[src/rtl/lpfd_pkg.sv]
// ----------------------------------------------------------------------------
// lpfd_pkg
// Types and constants of the length-prefixed frame deframer.
// ----------------------------------------------------------------------------
package lpfd_pkg;

  localparam int unsigned LEN_BYTES   = 4;   // bytes of an escaped length, 2..4
  localparam int unsigned EXT_CNT_W   = $clog2(LEN_BYTES);
  localparam int unsigned LEN_W       = 32;
  localparam logic [7:0]  ESCAPE_BYTE = 8'hFF;

  typedef enum logic [1:0] {
    KIND_PAYLOAD = 2'd0,
    KIND_EMPTY   = 2'd1,
    KIND_TRUNC   = 2'd2
  } kind_e;

  typedef enum logic [2:0] {
    PH_LEN = 3'b001,
    PH_EXT = 3'b010,
    PH_PAY = 3'b100
  } phase_e;

  typedef struct packed {
    logic [7:0] data_byte;
    logic       end_of_input;
  } in_word_t;

  typedef struct packed {
    kind_e             kind;
    logic [7:0]        payload_byte;
    logic              frame_first;
    logic              frame_last;
    logic [LEN_W-1:0]  frame_length;
    logic              message_end;
  } out_word_t;

endpackage

[src/rtl/lpfd_decoder.sv]
// ----------------------------------------------------------------------------
// lpfd_decoder
// Header and payload tracking: one input word per enable, zero or one result.
// ----------------------------------------------------------------------------
module lpfd_decoder import lpfd_pkg::*; (
  input  logic      clk_i,
  input  logic      rst_ni,
  input  logic      en_i,
  input  in_word_t  word_i,
  output logic      res_valid_o,
  output out_word_t res_o
);

  localparam logic [EXT_CNT_W-1:0] ExtLast = EXT_CNT_W'(LEN_BYTES - 1);

  phase_e               phase_q, phase_d;
  logic [EXT_CNT_W-1:0] ext_cnt_q, ext_cnt_d;
  logic [LEN_W-1:0]     accum_q, accum_d;
  logic [LEN_W-1:0]     remaining_q, remaining_d;
  logic                 first_q, first_d;

  logic [7:0]       b;
  logic             eoi;
  logic [LEN_W-1:0] accum_shift;
  logic             pay_last;

  assign b           = word_i.data_byte;
  assign eoi         = word_i.end_of_input;
  assign accum_shift = {accum_q[LEN_W-9:0], b};
  assign pay_last    = (remaining_q <= LEN_W'(1));

  always_comb begin
    phase_d     = phase_q;
    ext_cnt_d   = ext_cnt_q;
    accum_d     = accum_q;
    remaining_d = remaining_q;
    first_d     = first_q;
    res_valid_o = 1'b0;
    res_o       = '0;
    res_o.kind  = KIND_PAYLOAD;

    if (en_i) begin
      case (phase_q)
        PH_EXT: begin
          accum_d = accum_shift;
          if (ext_cnt_q == ExtLast) begin
            ext_cnt_d = '0;
            if (accum_shift == '0) begin
              res_valid_o       = 1'b1;
              res_o.kind        = KIND_EMPTY;
              res_o.frame_last  = 1'b1;
              res_o.message_end = eoi;
              phase_d           = PH_LEN;
            end else if (eoi) begin
              res_valid_o       = 1'b1;
              res_o.kind        = KIND_TRUNC;
              res_o.message_end = 1'b1;
            end else begin
              remaining_d = accum_shift;
              first_d     = 1'b1;
              phase_d     = PH_PAY;
            end
          end else begin
            ext_cnt_d = ext_cnt_q + EXT_CNT_W'(1);
            if (eoi) begin
              res_valid_o       = 1'b1;
              res_o.kind        = KIND_TRUNC;
              res_o.message_end = 1'b1;
            end
          end
        end
        PH_PAY: begin
          res_valid_o = 1'b1;
          if (eoi && !pay_last) begin
            res_o.kind        = KIND_TRUNC;
            res_o.message_end = 1'b1;
          end else begin
            res_o.kind         = KIND_PAYLOAD;
            res_o.payload_byte = b;
            res_o.frame_first  = first_q;
            res_o.frame_last   = pay_last;
            res_o.frame_length = accum_q;
            res_o.message_end  = eoi;
          end
          first_d = 1'b0;
          if (pay_last) begin
            remaining_d = '0;
            phase_d     = PH_LEN;
            first_d     = 1'b1;
          end else begin
            remaining_d = remaining_q - LEN_W'(1);
          end
        end
        default: begin
          // expecting a length byte; the unused code behaves the same
          if (b == ESCAPE_BYTE) begin
            phase_d   = PH_EXT;
            ext_cnt_d = '0;
            accum_d   = '0;
            if (eoi) begin
              res_valid_o       = 1'b1;
              res_o.kind        = KIND_TRUNC;
              res_o.message_end = 1'b1;
            end
          end else if (b == 8'd0) begin
            phase_d           = PH_LEN;
            accum_d           = '0;
            res_valid_o       = 1'b1;
            res_o.kind        = KIND_EMPTY;
            res_o.frame_last  = 1'b1;
            res_o.message_end = eoi;
          end else begin
            accum_d = LEN_W'(b);
            if (eoi) begin
              res_valid_o       = 1'b1;
              res_o.kind        = KIND_TRUNC;
              res_o.message_end = 1'b1;
            end else begin
              remaining_d = LEN_W'(b);
              first_d     = 1'b1;
              phase_d     = PH_PAY;
            end
          end
        end
      endcase

      // every message end drops back to waiting for a length byte
      if (eoi) begin
        phase_d     = PH_LEN;
        ext_cnt_d   = '0;
        accum_d     = '0;
        remaining_d = '0;
        first_d     = 1'b1;
      end
    end
  end

  always_ff @(posedge clk_i or negedge rst_ni) begin
    if (!rst_ni) begin
      phase_q     <= PH_LEN;
      ext_cnt_q   <= '0;
      accum_q     <= '0;
      remaining_q <= '0;
      first_q     <= 1'b1;
    end else begin
      phase_q     <= phase_d;
      ext_cnt_q   <= ext_cnt_d;
      accum_q     <= accum_d;
      remaining_q <= remaining_d;
      first_q     <= first_d;
    end
  end

endmodule

[src/rtl/length_prefixed_frame_deframer.sv]
// ----------------------------------------------------------------------------
// length_prefixed_frame_deframer
// Splits a length-prefixed multipart byte stream into framed payload words.
// ----------------------------------------------------------------------------
// The input channel (in_valid_i / in_ready_o / in_data_i) takes one byte of
// the serialized message per word, with end_of_input on its final byte.
// The output channel (out_valid_o / out_ready_i / out_data_o) gives payload
// bytes with first/last marks, empty-frame words and truncation errors.
// Length bytes give no word unless they close a frame of length zero or
// meet an end mark early.
// A result word passes through the input register, then the result
// register, before it shows on out_valid_o.
// Throughput: one byte per cycle while the receiver does not stall, with a
// single decode step between the two registers.
// Reset returns the block to waiting for a length byte, with both
// registers empty.
// When the receiver stalls, the result register holds its word and the
// input register still takes one more byte if it is empty; after that
// in_ready_o drops until out_ready_i returns.
// ----------------------------------------------------------------------------
module length_prefixed_frame_deframer import lpfd_pkg::*; (
  input  logic      clk_i,
  input  logic      rst_ni,
  input  logic      in_valid_i,
  output logic      in_ready_o,
  input  in_word_t  in_data_i,
  output logic      out_valid_o,
  input  logic      out_ready_i,
  output out_word_t out_data_o
);

  logic      in_valid_q, in_valid_d;
  in_word_t  in_word_q;
  logic      out_valid_q, out_valid_d;
  out_word_t out_word_q;

  logic      advance;
  logic      res_valid;
  out_word_t res;

  assign advance     = !out_valid_q || out_ready_i;
  assign in_ready_o  = !in_valid_q || advance;
  assign in_valid_d  = in_ready_o ? in_valid_i : in_valid_q;
  assign out_valid_d = advance ? (in_valid_q && res_valid) : out_valid_q;

  lpfd_decoder u_decoder (
    .clk_i       (clk_i),
    .rst_ni      (rst_ni),
    .en_i        (in_valid_q && advance),
    .word_i      (in_word_q),
    .res_valid_o (res_valid),
    .res_o       (res)
  );

  always_ff @(posedge clk_i or negedge rst_ni) begin
    if (!rst_ni) begin
      in_valid_q  <= 1'b0;
      out_valid_q <= 1'b0;
    end else begin
      in_valid_q  <= in_valid_d;
      out_valid_q <= out_valid_d;
    end
  end

  always_ff @(posedge clk_i) begin
    if (in_valid_i && in_ready_o) begin
      in_word_q <= in_data_i;
    end
    if (advance && in_valid_q && res_valid) begin
      out_word_q <= res;
    end
  end

  assign out_valid_o = out_valid_q;
  assign out_data_o  = out_word_q;

endmodule

[config.mk]
export PLATFORM = sky130hd
export DESIGN_NAME = length_prefixed_frame_deframer
export DESIGN_NICKNAME = d
export VERILOG_FILES = /design/src/rtl/lpfd_pkg.sv /design/src/rtl/lpfd_decoder.sv /design/src/rtl/length_prefixed_frame_deframer.sv
export SDC_FILE = /design/constraint.sdc
export NUM_CORES = 1
export LEC_CHECK = 0
export ABC_CLOCK_PERIOD_IN_PS = 12300
export BUFFER_PORTS_ARGS = -buffer_cell sky130_fd_sc_hd__buf_2
export CORE_MARGIN = 2
export CORE_UTILIZATION = 50
export CTS_BUF_LIST = sky130_fd_sc_hd__clkbuf_4
export CTS_CLUSTER_DIAMETER = 120
export DETAILED_ROUTE_END_ITERATION = 6
export PLACE_DENSITY = 0.74
export SKIP_LAST_GASP = 1
export SLEW_MARGIN = 20
export SYNTH_ARGS = -nofsm -noshare
export SYNTH_HDL_FRONTEND = slang
export SYNTH_SLANG_ARGS = --single-unit
[constraint.sdc]
create_clock -name clk_i -period 12.3 [get_ports clk_i]
set_clock_uncertainty 0.15 [all_clocks]
set_input_delay 0.615 -clock clk_i [delete_from_list [all_inputs] [get_ports clk_i]]
set_output_delay 0.615 -clock clk_i [all_outputs]
set_load 0.02 [all_outputs]
==> results.json, run 1 <==
{
  "syn-instance-count": 529,
  "yosysTopAreaCellShare": 0.303,
  "initial_core_util": 0.508,
  "vdd_drop_max_uv": 105,
  "regToRegEndpoint": "u_decoder.remaining_q[18]",
  "p_per_area_nw_per_um2": 190,
  "finalCriticalPeriod_ns": 3.58,
  "yosys-top-cells-area": "dfrtp_1 (30%), edfxtp_1 (28%), and2_1 (5.0%), nand2_1 (4.0%), a22o_1 (3.9%)",
  "numPortBuffers": 59,
  "grt_use_total": 0.223,
  "r2r_cells": 7,
  "holdPathStages": 1,
  "rsz0062_at_grt": "no",
  "synth_top_family_by_area": "simple AND/OR/NAND/NOR gates",
  "vias": 4417,
  "fp.dieW_um": 112,
  "cts_sinks": 126,
  "r2r_slack_ns": 8.72,
  "dpl_cell_area_um2": 6160,
  "synthXorXnorAreaFrac": 0.00152,
  "tritoncts": "built",
  "drv_slew": 0,
  "finalNetCount": 597,
  "hold_viol_final": 0,
  "status": "completed",
  "maxCapViolations": 0,
  "max_stage_delay_ns": 0.69,
  "cts.repair.resized": 0,
  "first_pass_iters": 5,
  "cpMaxStageDelayCell": "nand2b_1",
  "synth.area.mux_share": 0.00585,
  "synth_cell_type_count": 57,
  "worstPathMaxFanout": 24,
  "grt_pass1_vias": 4232,
  "holdBufCountCts": 0,
  "synthAdderAreaFrac": 0.00649,
  "setup_tns_ns": 0,
  "required_ns": 12.57,
  "cts_buffers": 17,
  "drt-initial-drc-count": 345,
  "arrival_ns": 3.85,
  "ant_nets": 0,
  "synth_top_area_cell": "dfrtp_1",
  "core_region_area_um2": 11400,
  "die_h_um": 112,
  "finalCritPeriodShare": 0.291,
  "end_kind": "register",
  "synth-compound-area-share": 0.165,
  "worst_pin_slew_ns": 0.951,
  "drc": 0,
  "post_cts_buffers": 0,
  "min_to": "in_word_q[4]",
  "drive_gt1_frac": 0.187,
  "grt_max_degree": 73,
  "post-place-ws_ns": 8.81,
  "totalWireLength_mm": 13.4,
  "ys_warn_count": 0,
  "p_leak_nw": 2.67,
  "synth-simple-area-share": 0.200,
  "worstPathCellList": "or4_1 -> nand4b_4 -> and4bb_2 -> nand2b_1 -> buf_4 -> o21ai_0 -> a22o_1",
  "n_antenna_cell": 0,
  "setup_ws_ns": 8.72,
  "clk_pin_slew_ns": 0.11,
  "path_buf_inv": 1,
  "start_kind": "register",
  "yosysSeqAreaShare": 0.593,
  "synth_flop_cell": "dfrtp_1",
  "slew_headroom": 0.366,
  "cp_top_family": "simple AND/OR/NAND/NOR gates",
  "post_synth_instance_area_um2": 5780,
  "async_flop_share": 0.571,
  "min_from": "in_data_i[4]",
  "rr_startpoint": "u_decoder.remaining_q[18]",
  "syn_avg_cell_area_um2": 10.9,
  "num_io_pins": 60,
  "antenna_found_initial": 0,
  "ys_seq_elements": 126,
  "die_area_um2": 12400,
  "syn-num-nets": 545,
  "overflow": 0,
  "root_buffer": "clkbuf_4",
  "syn_to_final_growth_pct": 12.3,
  "synth_edf_count": 54,
  "wire_per_inst_um": 18.2,
  "routabilityCongestion": 0.881,
  "h-tree-depth": 4,
  "setup_viol": 0,
  "hp-class": "primary input to register",
  "fmax_mhz": 279,
  "rows": 39,
  "dpl.hpwl_mm": 9.12,
  "insertion_delay_ns": 0.52,
  "vias_per_cell": 5.99,
  "stdcell_area_um2": 6490,
  "clk_path_buf_depth": 2,
  "worstSetupPathType": "register to register",
  "grt_pass1_wl_mm": 21.8,
  "fin_hold_ws_ns": 0.113
}
## layout make-up
type / count / area, um^2
fill: 966 / 4880
sequential: 126 / 3430
multi-input combinational: 365 / 2210
timing repair buffer: 65 / 353
tap: 143 / 179
clock inverter: 14 / 166
clock buffer: 18 / 135
inverter: 6 / 22.5
## how the worst max path moves through the flow
stage / from / endpoint / cells past startpoint
2_1_floorplan: in_word_q[1] / out_data_o[0] / 6
3_3_place_gp: u_decoder.remaining_q[18] / u_decoder.remaining_q[11] / 7
3_5_place_dp: u_decoder.remaining_q[18] / u_decoder.remaining_q[18] / 7
4_1_cts: u_decoder.remaining_q[18] / u_decoder.remaining_q[18] / 7
5_1_grt: u_decoder.remaining_q[18] / u_decoder.remaining_q[10] / 7
6_report: u_decoder.remaining_q[18] / u_decoder.remaining_q[18] / 7
## through the flow
step	util	cells	power, W
6_report	0.571	737	0.00123
5_1_grt	0.571	737	0.00130
4_1_cts	0.568	736	0.00123
3_5_place_dp	0.542	704	0.000930
3_3_place_gp	0.542	704	0.000920
2_1_floorplan	-	529	0.000833
## state kept, by name, summed over array words and instances, names as in the netlist
register / flops
out_valid_o: 1
in_word_q: 9
in_valid_q: 1
u_decoder.first_q: 1
u_decoder.remaining_q: 32
u_decoder.phase_q: 3
u_decoder.accum_q: 32
u_decoder.ext_cnt_q: 2
out_data_o: 45
## cells in the mapped netlist (2+ instances only)
cell and count:
o21ai_1 25, edfxtp_1 54, o31a_1 2, or4_1 2, nand4_1 4, ha_1 3, nor3_1 21, nor4_1 18
a32oi_1 4, nor2_1 27, buf_2 7, o21ai_0 32, or3_1 9, and2_1 46, a2111oi_0 2, mux2_1 2
a21oi_1 13, o41ai_1 5, dfrtp_1 70, inv_1 5, o22ai_1 4, nor3b_1 2, nor3_2 3, o2bb2ai_1 8
nand3_1 7, o31ai_1 9, nand2_1 62, a22o_1 26, buf_4 3, nand2b_1 6, dfstp_2 2, clkbuf_1 21
## logic make-up (layout without fill, tap and decap cells)
family | count (synthesis) | in the layout
buffers and inverters | 38 | 103
AOI/OAI and AO/OA | 142 | 142
adders and majority gates | 3 | 3
muxes | 3 | 3
DFF | 126 | 126
xor gates and xnor gates | 1 | 1
and+or+nand+nor | 216 | 216
## placed cells by master (no fill, tap or decap), types with 13 or more instances in the layout
cell,synthesis,routed
o21ai_0,32,32
dfrtp_1,70,70
clkbuf_4,0,18
nand2_1,62,62
and2_1,46,46
a22o_1,26,26
nor2_1,27,26
buf_2,7,59
edfxtp_1,54,54
nor4_1,18,17
o21ai_1,25,25
a21oi_1,13,13
nor3_1,21,21
## where the power goes
part	switching, W	total (W)	internal [W]
registers	0.0000536	0.000554	0.000501
logic	0.000250	0.000376	0.000126
clock network	0.000159	0.000301	0.000143
total	0.000462	0.00123	0.000769
## routing by layer
metal | GRT usage | share of wire
met1 | 0.315 | 0.45
met3 | 0.0544 | 0.065
met4 | 0.0823 | 0.022
met5 | 0 | 0
met2 | 0.338 | 0.46
No activity file was read; power rests on OpenSTA's default activity.
==> run 2, diff against run 1 <==
Settings changed: ABC_CLOCK_PERIOD_IN_PS 12300 to 3000, PLACE_DENSITY 0.74 to 0.77.
Clock period 12.3 ns to 3 ns, I/O delays scaled along.
==> run 2 against run 1 <==
  * Non-clock buffer count is 31 higher
  * Die area stayed put
  * Global-route usage is 0.79 points higher
  * Largest cell class unchanged
  * Sequential share of layout area is 2.6 points lower
  * Largest power group unchanged
==> results.json, run 2 (synthesis results as in run 1) <==
{
  "grt_pass1_vias": 4302,
  "vias_per_cell": 6.05,
  "cts_buffers": 17,
  "drive_gt1_frac": 0.204,
  "routabilityCongestion": 0.922,
  "grt_max_degree": 46,
  "fmax_mhz": 361,
  "max_stage_delay_ns": 0.52,
  "crit_top_cell": "nand2_1",
  "fin_hold_ws_ns": 0.0523,
  "worstPathMaxFanout": 15,
  "clk_path_buf_depth": 2,
  "die_area_um2": 12400,
  "p_leak_nw": 2.85,
  "arrival_ns": 3.02,
  "dp_cells": 722,
  "wire_per_inst_um": 17.9,
  "totalWireLength_mm": 13.7,
  "num_io_pins": 60,
  "drt-initial-drc-count": 474,
  "hp-class": "primary input to async pin",
  "overflow": 0,
  "grt_use_total": 0.231,
  "dpl.hpwl_mm": 9.25,
  "h-tree-depth": 4,
  "maxCapViolations": 0,
  "end_kind": "register",
  "antenna_found_initial": 1,
  "path_buf_inv": 1,
  "drv_slew": 0,
  "ant_nets": 0,
  "required_ns": 3.25,
  "setup_viol": 0,
  "fp.dieW_um": 112,
  "tritoncts": "built",
  "rsz0062_at_grt": "no",
  "final_cell_mix": "dfrtp_1 (70), nand2_1 (62), buf_2 (59), edfxtp_1 (54), and2_1 (46)",
  "initial_core_util": 0.508,
  "numPortBuffers": 59,
  "cp_top_family": "simple AND/OR/NAND/NOR gates",
  "cpMaxStageDelayCell": "edfxtp_1",
  "finalCritPeriodShare": 0.925,
  "largest_register_ffs": 45,
  "drc": 0,
  "stdcell_area_um2": 6830,
  "vdd_drop_max_uv": 448,
  "worst_pin_slew_ns": 1.05,
  "finalCriticalPeriod_ns": 2.77,
  "p_total_w": 0.00531,
  "worstSetupPathType": "register to register",
  "instances_no_fill": 768,
  "first_pass_iters": 7,
  "vias": 4643,
  "die_h_um": 112,
  "rows": 39,
  "insertion_delay_ns": 0.53,
  "worstPathCellList": "nor4_1 -> nand2_1 -> or3_1 -> o221a_1 -> buf_4 -> nand2_1 -> o22ai_1",
  "clk_pin_slew_ns": 0.11,
  "p_per_area_nw_per_um2": 777,
  "core_region_area_um2": 11400,
  "slew_headroom": 0.300,
  "dpl_cell_area_um2": 6330,
  "status": "completed",
  "grt_pass1_wl_mm": 22.7,
  "hold_viol_final": 0,
  "finalNetCount": 628,
  "setup_tns_ns": 0,
  "root_buffer": "clkbuf_4",
  "cts_sinks": 126,
  "final_common_cell": "dfrtp_1",
  "start_kind": "register",
  "syn_to_final_growth_pct": 18.2
}
==> run 2: report_power, final <==
part	total, W	switching, W	internal [W]
sequential	0.00226	0.000212	0.00205
clock	0.00139	0.000645	0.000743
combinational	0.00166	0.00105	0.000609
total	0.00531	0.00190	0.00341
==> run 2: final timing paths <==
path	start	slack, ns	to	depth (start not counted)
setup reg to reg	in_word_q[4]	0.23	u_decoder.remaining_q[0]	7
min in group clk_i	in_data_i[4]	0.18	in_word_q[4]	2
max in group asynchronous	rst_ni	1.85	u_decoder.remaining_q[4]	3
hold reg to reg	u_decoder.accum_q[29]	0.33	u_decoder.accum_q[29]	2
setup / recovery	in_word_q[4]	0.23	u_decoder.remaining_q[0]	7
hold / removal	rst_ni	0.05	out_valid_o	3
==> run 2: timing repair <==
action,in CTS,in global routing
endpoints found under the hold margin,82,0
gates resized for setup,0,1
hold buffers,14,0
buffers inserted,0,0
endpoints found under the setup margin,0,1
==> run 2: through the flow <==
step                utilization  setup WS, ns
floorplan                     -         0.206
global placement          0.557         0.199
detailed placement        0.557         0.162
CTS                       0.599         0.133
global route              0.601        0.0645
finish                    0.601         0.226
==> run 2: layout make-up <==
| type | count | area, um^2 |
|---|---|---|
| antenna | 1 | 2.50 |
| tap | 143 | 179 |
| multi-input combinational | 365 | 2210 |
| inverter | 6 | 22.5 |
| sequential | 126 | 3430 |
| fill | 891 | 4540 |
| clock inverter | 14 | 216 |
| timing repair buffer | 96 | 646 |
| clock buffer | 17 | 128 |
==> run 2: layer usage <==
layer,GRT usage,wire length [um],vias to the layer above
li1,-,-,2155
met1,0.325,5750,2222
met3,0.0430,1070,32
met2,0.360,6580,234
met4,0.0905,353,0
met5,0,0,-
==> run 2: tightest hold or removal path: cells and delay by family <==
| kind | cells | cell delay, ns |
|---|---|---|
| buffers and inverters | 3 | 0.99 |
